--- config.mk ---
export PLATFORM = sky130hd
export DESIGN_NAME = erl_div
export DESIGN_NICKNAME = d
export VERILOG_FILES = /design/src/erl_pkg.sv /design/src/erl_div.sv
export SDC_FILE = /design/constraint.sdc
export NUM_CORES = 2
export LEC_CHECK = 0
export BUFFER_PORTS_ARGS = -buffer_cell sky130_fd_sc_hd__buf_2
export CAP_MARGIN = 15
export CORE_MARGIN = 3
export CORE_UTILIZATION = 42
export CTS_CLUSTER_DIAMETER = 120
export DETAILED_ROUTE_END_ITERATION = 10
export GPL_TIMING_DRIVEN = 0
export PLACE_DENSITY = 0.54
export REMOVE_ABC_BUFFERS = 1
export SLEW_MARGIN = 30
export SYNTH_ARGS = -nofsm -noshare
export SYNTH_HDL_FRONTEND = slang
export SYNTH_SLANG_ARGS = --single-unit
--- constraint.sdc ---
create_clock -name clk_i -period 8.5 [get_ports clk_i]
set_input_delay 1.7 -clock clk_i [delete_from_list [all_inputs] [get_ports clk_i]]
set_output_delay 1.7 -clock clk_i [all_outputs]
set_load 0.05 [all_outputs]
--- src/erl_pkg.sv ---
// ----------------------------------------------------------------------------
// erl_pkg
// Shared widths, types and constants for the ellipse ray intersection pipeline.
// ----------------------------------------------------------------------------
`default_nettype none

package erl_pkg;

  localparam int ANGLE_BITS    = 16;
  localparam int COORD_BITS    = 24;
  localparam int CORDIC_STAGES = 16;

  localparam int PHASE_W = 32;
  localparam int DIR_W   = 31;
  localparam int MAG_W   = COORD_BITS + DIR_W;
  localparam int NORM_W  = 31;
  localparam int SH_W    = $clog2(MAG_W - NORM_W + 1);
  localparam int SQ_W    = 2 * NORM_W + 1;
  localparam int ROOT_W  = 32;
  localparam int RAD_W   = 2 * ROOT_W;
  localparam int REM_W   = ROOT_W + 3;
  localparam int NUM_W   = COORD_BITS + NORM_W + 1;
  localparam int QUO_W   = COORD_BITS + 1;
  localparam int OUT_W   = COORD_BITS + 1;
  localparam int SUM_W   = COORD_BITS + 2;

  localparam logic signed [PHASE_W-1:0] X_INIT = PHASE_W'(1) << (PHASE_W - 3);

  // arctan(2^-i), 2^32 per full turn
  localparam logic [PHASE_W-1:0] ATAN_TAB [24] = '{
    32'd536870912, 32'd316933406, 32'd167458907, 32'd85004756, 32'd42667331,
    32'd21354465, 32'd10679838, 32'd5340245, 32'd2670163, 32'd1335087,
    32'd667544, 32'd333772, 32'd166886, 32'd83443, 32'd41722, 32'd20861,
    32'd10430, 32'd5215, 32'd2608, 32'd1304, 32'd652, 32'd326, 32'd163, 32'd81
  };

  typedef enum logic [1:0] {
    CFG_SEMI_X   = 2'd0,
    CFG_SEMI_Y   = 2'd1,
    CFG_CENTRE_X = 2'd2,
    CFG_CENTRE_Y = 2'd3
  } cfg_reg_e;

  typedef struct packed {
    logic [DIR_W-1:0] c_abs;
    logic [DIR_W-1:0] s_abs;
    logic             c_neg;
    logic             s_neg;
  } dir_t;

  typedef struct packed {
    logic [NORM_W-1:0] p;
    logic [NORM_W-1:0] q;
    logic [SQ_W-1:0]   sum;
    logic              c_neg;
    logic              s_neg;
  } mag_t;

  typedef struct packed {
    logic [NORM_W-1:0] p;
    logic [NORM_W-1:0] q;
    logic [ROOT_W-1:0] r;
    logic              c_neg;
    logic              s_neg;
  } root_t;

endpackage

`default_nettype wire

--- src/erl_div.sv ---
// ----------------------------------------------------------------------------
// erl_div
// Pipelined restoring divider, one quotient bit per stage, carries a sign.
// ----------------------------------------------------------------------------
`default_nettype none

module erl_div import erl_pkg::*; (
  input  logic              clk_i,
  input  logic              rst_ni,
  input  logic              en_i,
  input  logic              valid_i,
  input  logic [NUM_W-1:0]  num_i,
  input  logic [ROOT_W-1:0] den_i,
  input  logic              neg_i,
  output logic              valid_o,
  output logic [QUO_W-1:0]  quo_o,
  output logic              neg_o
);

  logic [ROOT_W-1:0] rem_q  [QUO_W+1];
  logic [QUO_W-1:0]  low_q  [QUO_W+1];
  logic [QUO_W-1:0]  quo_q  [QUO_W+1];
  logic [ROOT_W-1:0] den_q  [QUO_W+1];
  logic              zero_q [QUO_W+1];
  logic              neg_q  [QUO_W+1];
  logic              vld_q  [QUO_W+1];

  always_ff @(posedge clk_i or negedge rst_ni) begin
    if (!rst_ni) begin
      vld_q[0] <= 1'b0;
    end else if (en_i) begin
      vld_q[0] <= valid_i;
    end
  end

  always_ff @(posedge clk_i) begin
    if (en_i) begin
      rem_q[0]  <= ROOT_W'(num_i[NUM_W-1:QUO_W]);
      low_q[0]  <= num_i[QUO_W-1:0];
      quo_q[0]  <= '0;
      den_q[0]  <= den_i;
      zero_q[0] <= (den_i == '0);
      neg_q[0]  <= neg_i;
    end
  end

  for (genvar k = 0; k < QUO_W; k++) begin : g_bit
    logic [ROOT_W:0] r2, diff;
    logic            ge;
    assign r2   = {rem_q[k], low_q[k][QUO_W-1]};
    assign diff = r2 - {1'b0, den_q[k]};
    assign ge   = (r2 >= {1'b0, den_q[k]});

    always_ff @(posedge clk_i or negedge rst_ni) begin
      if (!rst_ni) begin
        vld_q[k+1] <= 1'b0;
      end else if (en_i) begin
        vld_q[k+1] <= vld_q[k];
      end
    end

    always_ff @(posedge clk_i) begin
      if (en_i) begin
        rem_q[k+1]  <= ge ? diff[ROOT_W-1:0] : r2[ROOT_W-1:0];
        low_q[k+1]  <= low_q[k] << 1;
        quo_q[k+1]  <= {quo_q[k][QUO_W-2:0], ge};
        den_q[k+1]  <= den_q[k];
        zero_q[k+1] <= zero_q[k];
        neg_q[k+1]  <= neg_q[k];
      end
    end
  end

  // a zero radius gives a zero offset
  assign quo_o   = zero_q[QUO_W] ? '0 : quo_q[QUO_W];
  assign neg_o   = neg_q[QUO_W];
  assign valid_o = vld_q[QUO_W];

endmodule

`default_nettype wire

Word level (Yosys, flattened, before mapping)
Memories as Yosys holds them, arrays and structs flattened.
Index checks and enable logic that the tools add are counted.
{ "op_classes": {"addsub": 25, "order_cmp": 25, "mux": 28, "n_reduce_logical": 1} }
{ "op_table": {"columns": ["cell", "n"], "rows": [
  ["33-bit by 32-bit greater-or-equal comparator with 1-bit output", 25],
  ["32-bit 2-to-1 mux", 25],
  ["32-bit subtractor", 25],
  ["32-bit logical NOT", 1],
  ["25-bit 2-to-1 mux", 1],
  ["1-bit 2-to-1 mux", 2]
]} }
{ "word_totals": {"reg_bits": 26, "ramBits": 3016, "input_bits": 93, "wordCells": 111, "memories": 6} }
{ "memory_table": {"columns": ["name", "words", "word_bits", "rd", "rd_ports_with_merged_regs", "wr", "line_no", "text"], "rows": [
  ["den_q", 26, 32, 25, 0, 26, "erl_div.sv:23", "logic [ROOT_W-1:0] den_q [QUO_W+1];"],
  ["rem_q", 26, 32, 25, 0, 26, "erl_div.sv:20", "logic [ROOT_W-1:0] rem_q [QUO_W+1];"],
  ["low_q", 26, 25, 25, 0, 26, "erl_div.sv:21", "logic [QUO_W-1:0] low_q [QUO_W+1];"],
  ["quo_q", 26, 25, 26, 0, 26, "erl_div.sv:22", "logic [QUO_W-1:0] quo_q [QUO_W+1];"],
  ["neg_q", 26, 1, 26, 0, 26, "erl_div.sv:25", "logic neg_q [QUO_W+1];"],
  ["zero_q", 26, 1, 26, 0, 26, "erl_div.sv:24", "logic zero_q [QUO_W+1];"]
]} }

Logic depth before layout (Yosys ltp)
{ "logic_depth": {"word_depth": 2, "depth_mapped": 16, "depth_no_buf": 14} }

Worst setup path before layout
OpenSTA, ideal clock, no wires.
{ "synth_timing": {"path_type": "flip-flop to flip-flop", "startpoint": "mem den_q[12][1] (netlist: den_q[1][129])", "endpoint": "mem rem_q[13][24] (netlist: rem_q[0][440]) (data pin)", "setup_ns": 0.260, "arrival_ns": 3.242, "t_required_ns": 8.240, "setup_slack_ns": 4.999, "stages_incl_launch_ff": 15, "path_buffers": 1, "synth_period_minus_slack_ns": 3.501, "cell_sequence": "edfxtp_1 inv_1 ha_1 nor2b_1 o21ai_0 nand2b_1 nor2b_1 or3_1 a211o_1 nand2_1 o31a_1 a21oi_1 a2111oi_4 buf_6 mux2_2"} }
{ "synth_lines": {"columns": ["item", "line_no"], "rows": [
  ["from (decl)", "erl_div.sv:23"],
  ["to (decl)", "erl_div.sv:20"]
]} }

==> metrics.md <==
| Metric | Value |
|---|---|
| Routed wire length per instance | 19.9 um |
| Largest net degree at the start of global routing | 133 |
| 1st-pass router iterations | 6 |
| Final setup fails | 0 |
| Top cells by area, synth | edfxtp_1 57%, ha_1 8.2%, a21oi_1 3.4% |
| Die width | 544 um |
| Post-synth EDFFs | 2301 |
| Status | completed |
| Leakage power | 55.2 nW |
| Post-CTS sizing | 0 |
| Area delta synth->final | 12.4% |
| CP Capture Type | flop |
| Maximum Capacitance Violations | 0 |
| Share of cells above drive strength 1 | 9.32% |
| Vias in the first global route | 77600 |
| NumNets Final | 11400 |
| Reg clk slew, reported paths | 0.06 ns |
| Slew Viols, Final | 0 |
| Rows | 196 |
| CTS tree | built |
| Internal cell power | 33.4 mW |
| Routed WL | 287000 um |
| Drt first-iter violations | 5662 |
| Sequential fraction of the synthesis area | 57.3% |
| Crit path max fanout | 14 |
| Sw frac | 36.9% |
| Final Util | 47.7% |
| PortBufs | 119 |
| Met2 routed WL | 140000 um |
| Skew final | 0.0314 ns |
| Initial Utilization | 42.4% |
| Asr flop ratio synth | 1.12% |
| Post-CTS setup buffers | 0 |
| Seq pwr share | 34.2% |
| Distinct cells, synth | 94 |
| Top cell type's share of synthesized area | 56.8% |
| TNS Setup | 0 ns |
| H-tree depth | 5 |
| RSZ-0062 raised after global routing | no |
| Worst Setup Path Type | flop to flop |
| Dominant cell type by area after synthesis | edfxtp_1 |
| Overall die area | 296000 um^2 |
| Nature of the critical path startpoint | flop |
| Syn_area_per_cell | 11.9 um^2 |
| GRT Util Overall | 19.0% |
| Clock power share | 22.5% |
| FMAX | 197 MHz |
| Clock root buffer | clkbuf_16 |
| Tightest Hold Check Type | flop to flop |
| Final ANT Viol Nets | 0 |
| Post-Syn Instances | 10200 |
| Clk_lat worst skew | 0.88 ns |
| Final Cycle Share | 59.6% |
| Boundary pin count | 120 |
| # DRC | 0 |
| Pre-CTS setup slack | 2.62 ns |
| CTS Buf Count | 281 |
| Commonest cells in the netlist | 2301 x edfxtp_1, 1006 x inv_1, 816 x a21oi_1 |
| HPWL Detailed | 217000 um |
| Via count | 77600 |
| Combinational power share | 43.4% |
| Clk buf depth | 4 |
| Hold Crit Depth | 0 |
| First-pass GRT wire length | 446000 um |
| Tmin final | 5.07 ns |
| Pwr per Cell Area | 387 nW/um^2 |
| Crit path DAT | 5.68 ns |
| Final WS setup | 3.43 ns |
| Initial antenna violation count | 10 |
| Final hold violations | 0 |
| Avg Vias per Cell | 5.38 |
| Metal-1 WL | 125000 um |
| VDD IR max | 0.196 mV |
| Most common cell in the netlist | edfxtp_1 |
| Worst endpoint required time | 9.11 ns |
| Slew margin rel. | 28.6% |
| Die Height | 544 um |
| Register bit count reported by yosys | 2327 |
| Core Region | 287000 um^2 |
| Ys Warns | 0 |
| Highest Signal Layer | met5 |
| Psw | 19.5 mW |
| Grt ovf | 0 |
| Clk sinks | 2327 |
| Hold buffer count at CTS | 0 |
| RePlAce Congestion | 0.923 |
| Met3 wire length | 11400 um |
| Worst Reg-to-Reg Cells | 15 |
| Cell area after synthesis | 122000 um^2 |
| Worst Tran Pin Value | 1.06 ns |
| Synth Flop Type | edfxtp_1 |
[power groups by stage]
| stage | combinational [mW] | sequential (mW) | clock, mW |
|---|---|---|---|
| after floorplan | 16.7 | 17.5 | 0 |
| after global placement | 22.2 | 19.2 | 0 |
| after detailed placement | 22.8 | 18.3 | 0 |
| after CTS | 23.0 | 18.1 | 12.3 |
| after global routing | 25.5 | 18.3 | 12.8 |
| final | 23.0 | 18.1 | 11.9 |
[state kept, by name, indices dropped and copies added (netlist names)]
signal	cells
den_q	800
low_q	325
neg_q	26
quo_q	325
rem_q	799
valid_o	1
vld_q	25
zero_q	26
[final timing paths]
kind                          startpoint  slack (ns)            end
max                        rem_q[0][256]        3.43  rem_q[0][291]
min                         quo_q[1][92]        0.41  quo_q[1][118]
max reg2reg                rem_q[0][256]        3.43  rem_q[0][291]
min reg2reg                 quo_q[1][92]        0.41  quo_q[1][118]
max in group asynchronous         rst_ni        7.30      vld_q[18]
min in group asynchronous         rst_ni        0.81        valid_o
[final cells by class]
class	count	area [um^2]
clock buffers	332	7420
inverters	1008	3790
well taps	3762	4710
clock inverters	173	1730
multi-input cells	6635	47200
repair buffers	194	2060
fillers	25400	150000
diodes	6	15.0
flip-flops and latches	2327	69700
[cell usage in the layout (no fill, tap or decap), drive strengths merged, types with 153 or more instances in the layout]
cell type / netlist / routed
xor2: 269 / 269
ha: 800 / 800
mux2: 323 / 323
a21oi: 818 / 818
o21ai: 668 / 668
xnor2: 386 / 386
inv: 1008 / 1025
buf: 56 / 194
nand2: 728 / 728
nand4: 153 / 153
clkbuf: 209 / 332
edfxtp: 2301 / 2301
a21o: 464 / 464
nor2: 513 / 513
[layer usage]
layer / vias up / global-route usage, %
met2: 1534 / 32.7
met5: - / 0
met4: 2 / 7.06
met1: 37500 / 24.5
li1: 38100 / -
met3: 521 / 2.43
[critical path: stages (launching register included)]
cell	delay (ns)
edfxtp_1	0.44
ha_1	0.33
nor2b_1	0.14
o21a_1	0.18
o21ai_1	0.18
a21oi_1	0.13
o311a_1	0.37
a41o_1	0.37
a21oi_1	0.43
a21oi_1	0.20
a2111oi_4	0.69
buf_4	0.31
buf_4	0.22
buf_4	0.21
buf_4	0.21
mux2_2	0.36
[logic make-up after synthesis]
kind of cell | after synthesis | share of synthesized area (%)
compound gates | 2648 | 13.6
flops | 2327 | 57.3
simple gates | 2151 | 8.35
buf+inv | 1273 | 4.04
fa+ha+maj | 824 | 8.62
xor+xnor | 655 | 4.72
mux | 357 | 3.35
[stage by stage]
stage | instances | total power, mW | hold WS [ns] | cell area, um^2
6_report | 14400 | 52.9 | 0.410 | 137000
5_1_grt | 14400 | 56.7 | 0.406 | 137000
2_1_floorplan | 9970 | 34.3 | 0.400 | 121000
4_1_cts | 14400 | 53.4 | 0.408 | 137000
3_5_place_dp | 13900 | 41.1 | 0.405 | 127000
3_3_place_gp | 13900 | 41.4 | 0.400 | 126000
No activity file was read; power rests on OpenSTA's default activity.
