**src/erl_pkg.sv**
```systemverilog
// ----------------------------------------------------------------------------
// erl_pkg
// Shared widths, types and constants for the ellipse ray intersection pipeline.
// ----------------------------------------------------------------------------
`default_nettype none

package erl_pkg;

  localparam int ANGLE_BITS    = 16;
  localparam int COORD_BITS    = 24;
  localparam int CORDIC_STAGES = 16;

  localparam int PHASE_W = 32;
  localparam int DIR_W   = 31;
  localparam int MAG_W   = COORD_BITS + DIR_W;
  localparam int NORM_W  = 31;
  localparam int SH_W    = $clog2(MAG_W - NORM_W + 1);
  localparam int SQ_W    = 2 * NORM_W + 1;
  localparam int ROOT_W  = 32;
  localparam int RAD_W   = 2 * ROOT_W;
  localparam int REM_W   = ROOT_W + 3;
  localparam int NUM_W   = COORD_BITS + NORM_W + 1;
  localparam int QUO_W   = COORD_BITS + 1;
  localparam int OUT_W   = COORD_BITS + 1;
  localparam int SUM_W   = COORD_BITS + 2;

  localparam logic signed [PHASE_W-1:0] X_INIT = PHASE_W'(1) << (PHASE_W - 3);

  // arctan(2^-i), 2^32 per full turn
  localparam logic [PHASE_W-1:0] ATAN_TAB [24] = '{
    32'd536870912, 32'd316933406, 32'd167458907, 32'd85004756, 32'd42667331,
    32'd21354465, 32'd10679838, 32'd5340245, 32'd2670163, 32'd1335087,
    32'd667544, 32'd333772, 32'd166886, 32'd83443, 32'd41722, 32'd20861,
    32'd10430, 32'd5215, 32'd2608, 32'd1304, 32'd652, 32'd326, 32'd163, 32'd81
  };

  typedef enum logic [1:0] {
    CFG_SEMI_X   = 2'd0,
    CFG_SEMI_Y   = 2'd1,
    CFG_CENTRE_X = 2'd2,
    CFG_CENTRE_Y = 2'd3
  } cfg_reg_e;

  typedef struct packed {
    logic [DIR_W-1:0] c_abs;
    logic [DIR_W-1:0] s_abs;
    logic             c_neg;
    logic             s_neg;
  } dir_t;

  typedef struct packed {
    logic [NORM_W-1:0] p;
    logic [NORM_W-1:0] q;
    logic [SQ_W-1:0]   sum;
    logic              c_neg;
    logic              s_neg;
  } mag_t;

  typedef struct packed {
    logic [NORM_W-1:0] p;
    logic [NORM_W-1:0] q;
    logic [ROOT_W-1:0] r;
    logic              c_neg;
    logic              s_neg;
  } root_t;

endpackage

`default_nettype wire

```
**src/erl_cordic.sv**
```systemverilog
// ----------------------------------------------------------------------------
// erl_cordic
// Rotation-mode cordic, one iteration per stage, then quadrant fold and abs.
// ----------------------------------------------------------------------------
`default_nettype none

module erl_cordic import erl_pkg::*; (
  input  logic                  clk_i,
  input  logic                  rst_ni,
  input  logic                  en_i,
  input  logic                  valid_i,
  input  logic [ANGLE_BITS-1:0] angle_i,
  output logic                  valid_o,
  output dir_t                  dir_o
);

  logic [PHASE_W-1:0] phase;
  assign phase = {angle_i, {(PHASE_W - ANGLE_BITS){1'b0}}};

  logic signed [PHASE_W-1:0] x_q [CORDIC_STAGES+1];
  logic signed [PHASE_W-1:0] y_q [CORDIC_STAGES+1];
  logic signed [PHASE_W-1:0] z_q [CORDIC_STAGES+1];
  logic [1:0]                quad_q [CORDIC_STAGES+1];
  logic                      axis_q [CORDIC_STAGES+1];
  logic                      vld_q  [CORDIC_STAGES+1];

  always_ff @(posedge clk_i or negedge rst_ni) begin
    if (!rst_ni) begin
      vld_q[0] <= 1'b0;
    end else if (en_i) begin
      vld_q[0] <= valid_i;
    end
  end

  always_ff @(posedge clk_i) begin
    if (en_i) begin
      x_q[0]    <= X_INIT;
      y_q[0]    <= '0;
      z_q[0]    <= {2'b00, phase[PHASE_W-3:0]};
      quad_q[0] <= phase[PHASE_W-1:PHASE_W-2];
      axis_q[0] <= (phase[PHASE_W-3:0] == '0);
    end
  end

  for (genvar i = 0; i < CORDIC_STAGES; i++) begin : g_iter
    logic signed [PHASE_W-1:0] dx, dy;
    assign dx = y_q[i] >>> i;
    assign dy = x_q[i] >>> i;

    always_ff @(posedge clk_i or negedge rst_ni) begin
      if (!rst_ni) begin
        vld_q[i+1] <= 1'b0;
      end else if (en_i) begin
        vld_q[i+1] <= vld_q[i];
      end
    end

    always_ff @(posedge clk_i) begin
      if (en_i) begin
        if (!z_q[i][PHASE_W-1]) begin
          x_q[i+1] <= x_q[i] - dx;
          y_q[i+1] <= y_q[i] + dy;
          z_q[i+1] <= z_q[i] - $signed(ATAN_TAB[i]);
        end else begin
          x_q[i+1] <= x_q[i] + dx;
          y_q[i+1] <= y_q[i] - dy;
          z_q[i+1] <= z_q[i] + $signed(ATAN_TAB[i]);
        end
        quad_q[i+1] <= quad_q[i];
        axis_q[i+1] <= axis_q[i];
      end
    end
  end

  logic signed [PHASE_W-1:0] cx, sy, c, s, c_mag, s_mag;
  dir_t dir_d, dir_q;
  logic valid_q;

  always_comb begin
    // exact axis direction when the residual angle is zero
    cx = axis_q[CORDIC_STAGES] ? X_INIT : x_q[CORDIC_STAGES];
    sy = axis_q[CORDIC_STAGES] ? '0 : y_q[CORDIC_STAGES];
    unique case (quad_q[CORDIC_STAGES])
      2'd1:    begin c = -sy; s = cx;  end
      2'd2:    begin c = -cx; s = -sy; end
      2'd3:    begin c = sy;  s = -cx; end
      default: begin c = cx;  s = sy;  end
    endcase
    c_mag = c[PHASE_W-1] ? -c : c;
    s_mag = s[PHASE_W-1] ? -s : s;
    dir_d.c_abs = c_mag[DIR_W-1:0];
    dir_d.s_abs = s_mag[DIR_W-1:0];
    dir_d.c_neg = c[PHASE_W-1];
    dir_d.s_neg = s[PHASE_W-1];
  end

  always_ff @(posedge clk_i or negedge rst_ni) begin
    if (!rst_ni) begin
      valid_q <= 1'b0;
    end else if (en_i) begin
      valid_q <= vld_q[CORDIC_STAGES];
    end
  end

  always_ff @(posedge clk_i) begin
    if (en_i) begin
      dir_q <= dir_d;
    end
  end

  assign valid_o = valid_q;
  assign dir_o   = dir_q;

endmodule

`default_nettype wire

```
**config.mk**
```make
export PLATFORM = sky130hd
export DESIGN_NAME = erl_cordic
export DESIGN_NICKNAME = d
export VERILOG_FILES = /design/src/erl_pkg.sv /design/src/erl_cordic.sv
export SDC_FILE = /design/constraint.sdc
export NUM_CORES = 2
export LEC_CHECK = 0
export BUFFER_PORTS_ARGS = -buffer_cell sky130_fd_sc_hd__buf_2
export CORE_MARGIN = 1.5
export CORE_UTILIZATION = 50
export CTS_BUF_LIST = sky130_fd_sc_hd__clkbuf_4 sky130_fd_sc_hd__clkbuf_8 sky130_fd_sc_hd__clkbuf_16
export CTS_CLUSTER_SIZE = 10
export DETAILED_ROUTE_END_ITERATION = 16
export PLACE_DENSITY = 0.65
export REMOVE_ABC_BUFFERS = 1
export SLEW_MARGIN = 20
export SYNTH_ARGS = -nofsm -noshare
export SYNTH_HDL_FRONTEND = slang
export SYNTH_SLANG_ARGS = --single-unit
```
**constraint.sdc**
```tcl
create_clock -name clk_i -period 7.5 [get_ports clk_i]
set_input_delay 0.375 -clock clk_i [delete_from_list [all_inputs] [get_ports clk_i]]
set_output_delay 0.375 -clock clk_i [all_outputs]
set_load 0.05 [all_outputs]
```
Word level (Yosys, flattened, before mapping)
Memories as Yosys holds them, arrays and structs flattened.
Cells that the tools add are included.
Operators by class
  add/subtract/negate cells: 99
  eq/ne operators: 3
  multiplexer cells: 152
  bitwise gates (word level): 48
  reduce and logical (&&, ||, !) cells: 1
Operators with widths (number)
  $mux 32: 50
  $pmux 32 s3: 2
  $mux 1: 98
  $add 32x17->32: 2
  $add 32x18->32: 2
  $add 32x19->32: 2
  $add 32x20->32: 2
  $add 32x21->32: 2
  $add 32x22->32: 2
  $add 32x23->32: 2
  $add 32x24->32: 2
  $add 32x25->32: 2
  $add 32x26->32: 2
  $add 32x27->32: 2
  $add 32x28->32: 2
  $add 32x29->32: 2
  $add 32x30->32: 2
  $add 32x31->32: 2
  $neg 32->32: 2
  $sub 32x17->32: 2
  $sub 32x18->32: 2
  $sub 32x19->32: 2
  $sub 32x20->32: 2
  $sub 32x21->32: 2
  other kinds (50): 111
Storage, ports and cells
  bits in registers: 82
  bits in writable memories: 1683
  input bits: 20
  output and inout bits: 65
  logic and storage cells: 330
  memories: 5
Memories
  x_q: words 17, width 32, read ports 17, clocked after memory_dff 0, wr ports 17, line erl_cordic.sv:20  | logic signed [PHASE_W-1:0] x_q [CORDIC_STAGES+1];
  y_q: words 17, width 32, read ports 17, clocked after memory_dff 0, wr ports 17, line erl_cordic.sv:21  | logic signed [PHASE_W-1:0] y_q [CORDIC_STAGES+1];
  z_q: words 17, width 32, read ports 16, clocked after memory_dff 0, wr ports 17, line erl_cordic.sv:22  | logic signed [PHASE_W-1:0] z_q [CORDIC_STAGES+1];
  quad_q: words 17, width 2, read ports 17, clocked after memory_dff 0, wr ports 17, line erl_cordic.sv:23  | logic [1:0] quad_q [CORDIC_STAGES+1];
  axis_q: words 17, width 1, read ports 17, clocked after memory_dff 0, wr ports 17, line erl_cordic.sv:24  | logic axis_q [CORDIC_STAGES+1];

Longest topological paths before layout
An unclocked memory read counts as a cell.
  depth after elaboration: 6
  mapped depth: 21
  depth with buffers taken out: 21

Worst setup path after synthesis
OpenSTA, ideal clock, no wires.
  kind: input to register
  from: input en_i
  to: memory z_q[8][31], data pin
  library setup time: 259 ps
  arrival time: 5447 ps
  data required time: 7241 ps
  path slack: 1794 ps
  stages on the path: 18
  cell sequence: clkbuf_1 > clkbuf_1 > clkbuf_1 > nand2_1 > clkbuf_1 > inv_1 > ha_1 > a21o_1 > a2111oi_0 > o211ai_1 > a221oi_1 > o21ai_0 > a221o_1 > a31o_2 > a211oi_1 > o21bai_1 > a21oi_1 > xnor2_1
RTL lines
  from (decl): line erl_cordic.sv:10  | input logic en_i,
  to (decl): line erl_cordic.sv:22

==> impl_metrics.ini <==
[placement]
io_buffers = 84
dp_hpwl_mm = 193
gp_congestion = 0.954

[final_layout]
drive_gt1_share_pct = 5.38
nNetsFinal = 11100
syn2layout_area_growth_pct = 8.41

[logic_synthesis]
synth-seq-cells = 1253
synth-edff-count = 1235
dominantRegCellSynth = edfxtp_1
async_reset_ff_share_pct = 1.44
synthDistinctLibCells = 92
synth-seq-area-share_pct = 38.5
netlist_instances = 9898
netlist_area_um2 = 97600
syn_area_per_cell_um2 = 9.86
yosysWarnings = 0

[clock_tree]
cts_buffers = 155
holdBufCountCts = 19
post_cts_buffers = 0
clock-sinks = 1253
cts_tree = built
cts_root_buffer = clkbuf_16
ctsResizeCount = 0
cts_buffer_depth = 3
clkTransAtPathRegs_ns = 0.06
clk_latency_ns = 0.81
cts_max_level = 4

[critical_path]
reg2regPathDepth = 18
ff2ff_setup_slack_ns = 1.82
crit_start = en_i
critPathArrivalTime_ns = 6.58
endpoint = x_q[14][30]
reg2reg_from = y_q[9][9]
crit_fanout = 87
required_ns = 8.04
startpoint_type = primary input
critPathKind = primary input to register
r2r-end = x_q[10][31]
end_kind = register

[timing]
post-route-period-util_pct = 80.4
skew_ns = 0.0451
rsz0062_at_grt = false
slew_viol_final = 0
tns_ns = 0
worst_pin_slew_ns = 1.06
fmax_ghz = 0.166
hold_viol_final = 0
setup_viol = 0
slew_headroom_pct = 28.6
finalCriticalPeriod_ns = 6.03

[die]
start_util_pct = 50.5
fp-row-count = 161
core_area_um2 = 193000
die_x_um = 445
die-area_um2 = 198000
die_y_um = 445
top_level_ports = 85

[detailed_routing]
vias_per_cell = 5.95
wire_per_inst_um = 19.5
dr.pass1.iters = 6
drcViolationCount = 0
ant_nets = 0
drtIter0Drc = 5118
vias = 75100
totalWireLength_mm = 247

[global_routing]
grt_max_degree = 167
global_route.overflow_total = 0
grtUsageTotal_pct = 24.3
grt_pass1_vias = 72300
grt_pass1_wl_mm = 388
grt_antenna_before_repair = 5

[flow_run]
drv_cap = 0

[worst_hold_path]
hold_class = primary input to async pin

[outcome]
status = finished, final reports clean
==> synthesized netlist by cell type, types with 66 or more instances <==
cell / count / share of area (%)
a21o_1: 341 / 2.6
and3_1: 97 / 0.62
a31oi_1: 92 / 0.59
inv_1: 398 / 1.5
xor2_1: 415 / 3.7
a211oi_1: 101 / 0.78
o21ai_0: 525 / 2.7
mux2i_1: 66 / 0.68
nor3_1: 266 / 1.4
edfxtp_1: 1235 / 38
nor2_1: 821 / 3.2
clkbuf_1: 153 / 0.59
nand2b_1: 169 / 1.1
xnor2_1: 934 / 8.4
a21oi_1: 883 / 4.5
or3_1: 94 / 0.60
o31ai_1: 95 / 0.73
nor2b_1: 143 / 0.92
nand2_1: 569 / 2.2
o21a_1: 158 / 1.2
nand3_1: 191 / 0.98
ha_1: 1026 / 13
o21bai_1: 99 / 0.76
==> logic make-up after synthesis <==
| group | share of synthesized area, % |
|---|---|
| buffers and inverters | 2.37 |
| XOR/XNOR | 12.1 |
| flip-flops | 38.5 |
| AND/OR/NAND/NOR | 13.4 |
| AO/OA/AOI/OAI | 18.5 |
| multiplexers | 1.31 |
| adder cells (fa/ha/maj) | 13.9 |
==> per-layer routing <==
| metal | global-route usage, % | wire length, µm | vias to the layer above |
|---|---|---|---|
| met5 | 0 | 7 | - |
| met4 | 8.74 | 8830 | 2 |
| met3 | 3.00 | 11400 | 447 |
| met2 | 43.6 | 123000 | 1846 |
| met1 | 29.9 | 104000 | 35800 |
| li1 | - | - | 37000 |
==> critical path: stages <==
cell and delay (ns):
dlygate4sd3_1 0.58, buf_12 0.36, nand2_1 0.63, inv_1 0.38, a21oi_1 0.09, xor2_1 0.15
ha_1 0.31, o21a_1 0.14, a21boi_0 0.16, o31ai_1 0.36, o21ai_0 0.27, a211oi_1 0.55
o31ai_1 0.21, a2111oi_0 0.73, nor3_1 0.22, o41ai_1 0.51, mux2i_1 0.24, nand2_1 0.06
==> flip-flops by register name, summed over array words and instances, names as in the netlist <==
register	count
y_q	351
axis_q	17
dir_o	64
valid_o	1
vld_q	17
quad_q	34
x_q	351
z_q	418
==> metrics by stage <==
step | cells | setup WS [ns] | hold slack (ns) | utilization, % | area [µm²]
floorplan | 9692 | 1.02 | 0.0794 | - | 96800
global placement | 12400 | 1.57 | 0.312 | 52.2 | 101000
detailed placement | 12400 | 1.47 | 0.322 | 52.2 | 101000
CTS | 12600 | 1.62 | 0.00177 | 54.8 | 106000
global route | 12600 | 1.21 | 0.0472 | 54.8 | 106000
finish | 12600 | 1.47 | 0.0469 | 54.8 | 106000
==> worst min path at each step <==
stage	slack (ns)	to	startpoint	cells after the start
floorplan	0.08	valid_o	rst_ni	0
global placement	0.31	vld_q[4]	rst_ni	1
detailed placement	0.32	vld_q[4]	rst_ni	1
CTS	0.002	vld_q[3]	rst_ni	2
global route	0.05	vld_q[5]	rst_ni	2
finish	0.05	vld_q[7]	rst_ni	2
==> placed cells by master (no fill, tap or decap), types with 58 or more instances in the layout <==
master     instances
clkbuf_16        160
o21bai_1          99
a211oi_1         101
o21ai_0          525
o21a_1           158
a21oi_1          883
mux2i_1           66
xnor2_1          934
or3_1             94
buf_2             83
a21o_1           341
edfxtp_1        1235
o31ai_1           95
nor3_1           266
nand2_1          566
nand3_1          191
nand2b_1         169
nor2_1           821
buf_4             58
inv_1            397
and3_1            97
a31oi_1           92
nor2b_1          143
ha_1            1026
xor2_1           415
==> area by class of cell <==
type                       count  area [µm²]
fill                       16700       87400
multi-input combinational   8037       57800
sequential                  1253       37500
clock buffer                 196        4290
tap                         2526        3160
inverter                     402        1510
timing repair buffer         165        1140
clock inverter                46         398
antenna                        1        2.50
Power is not shown: default switching activity piles up to over one toggle a cycle in this logic, so the estimate is an artifact.
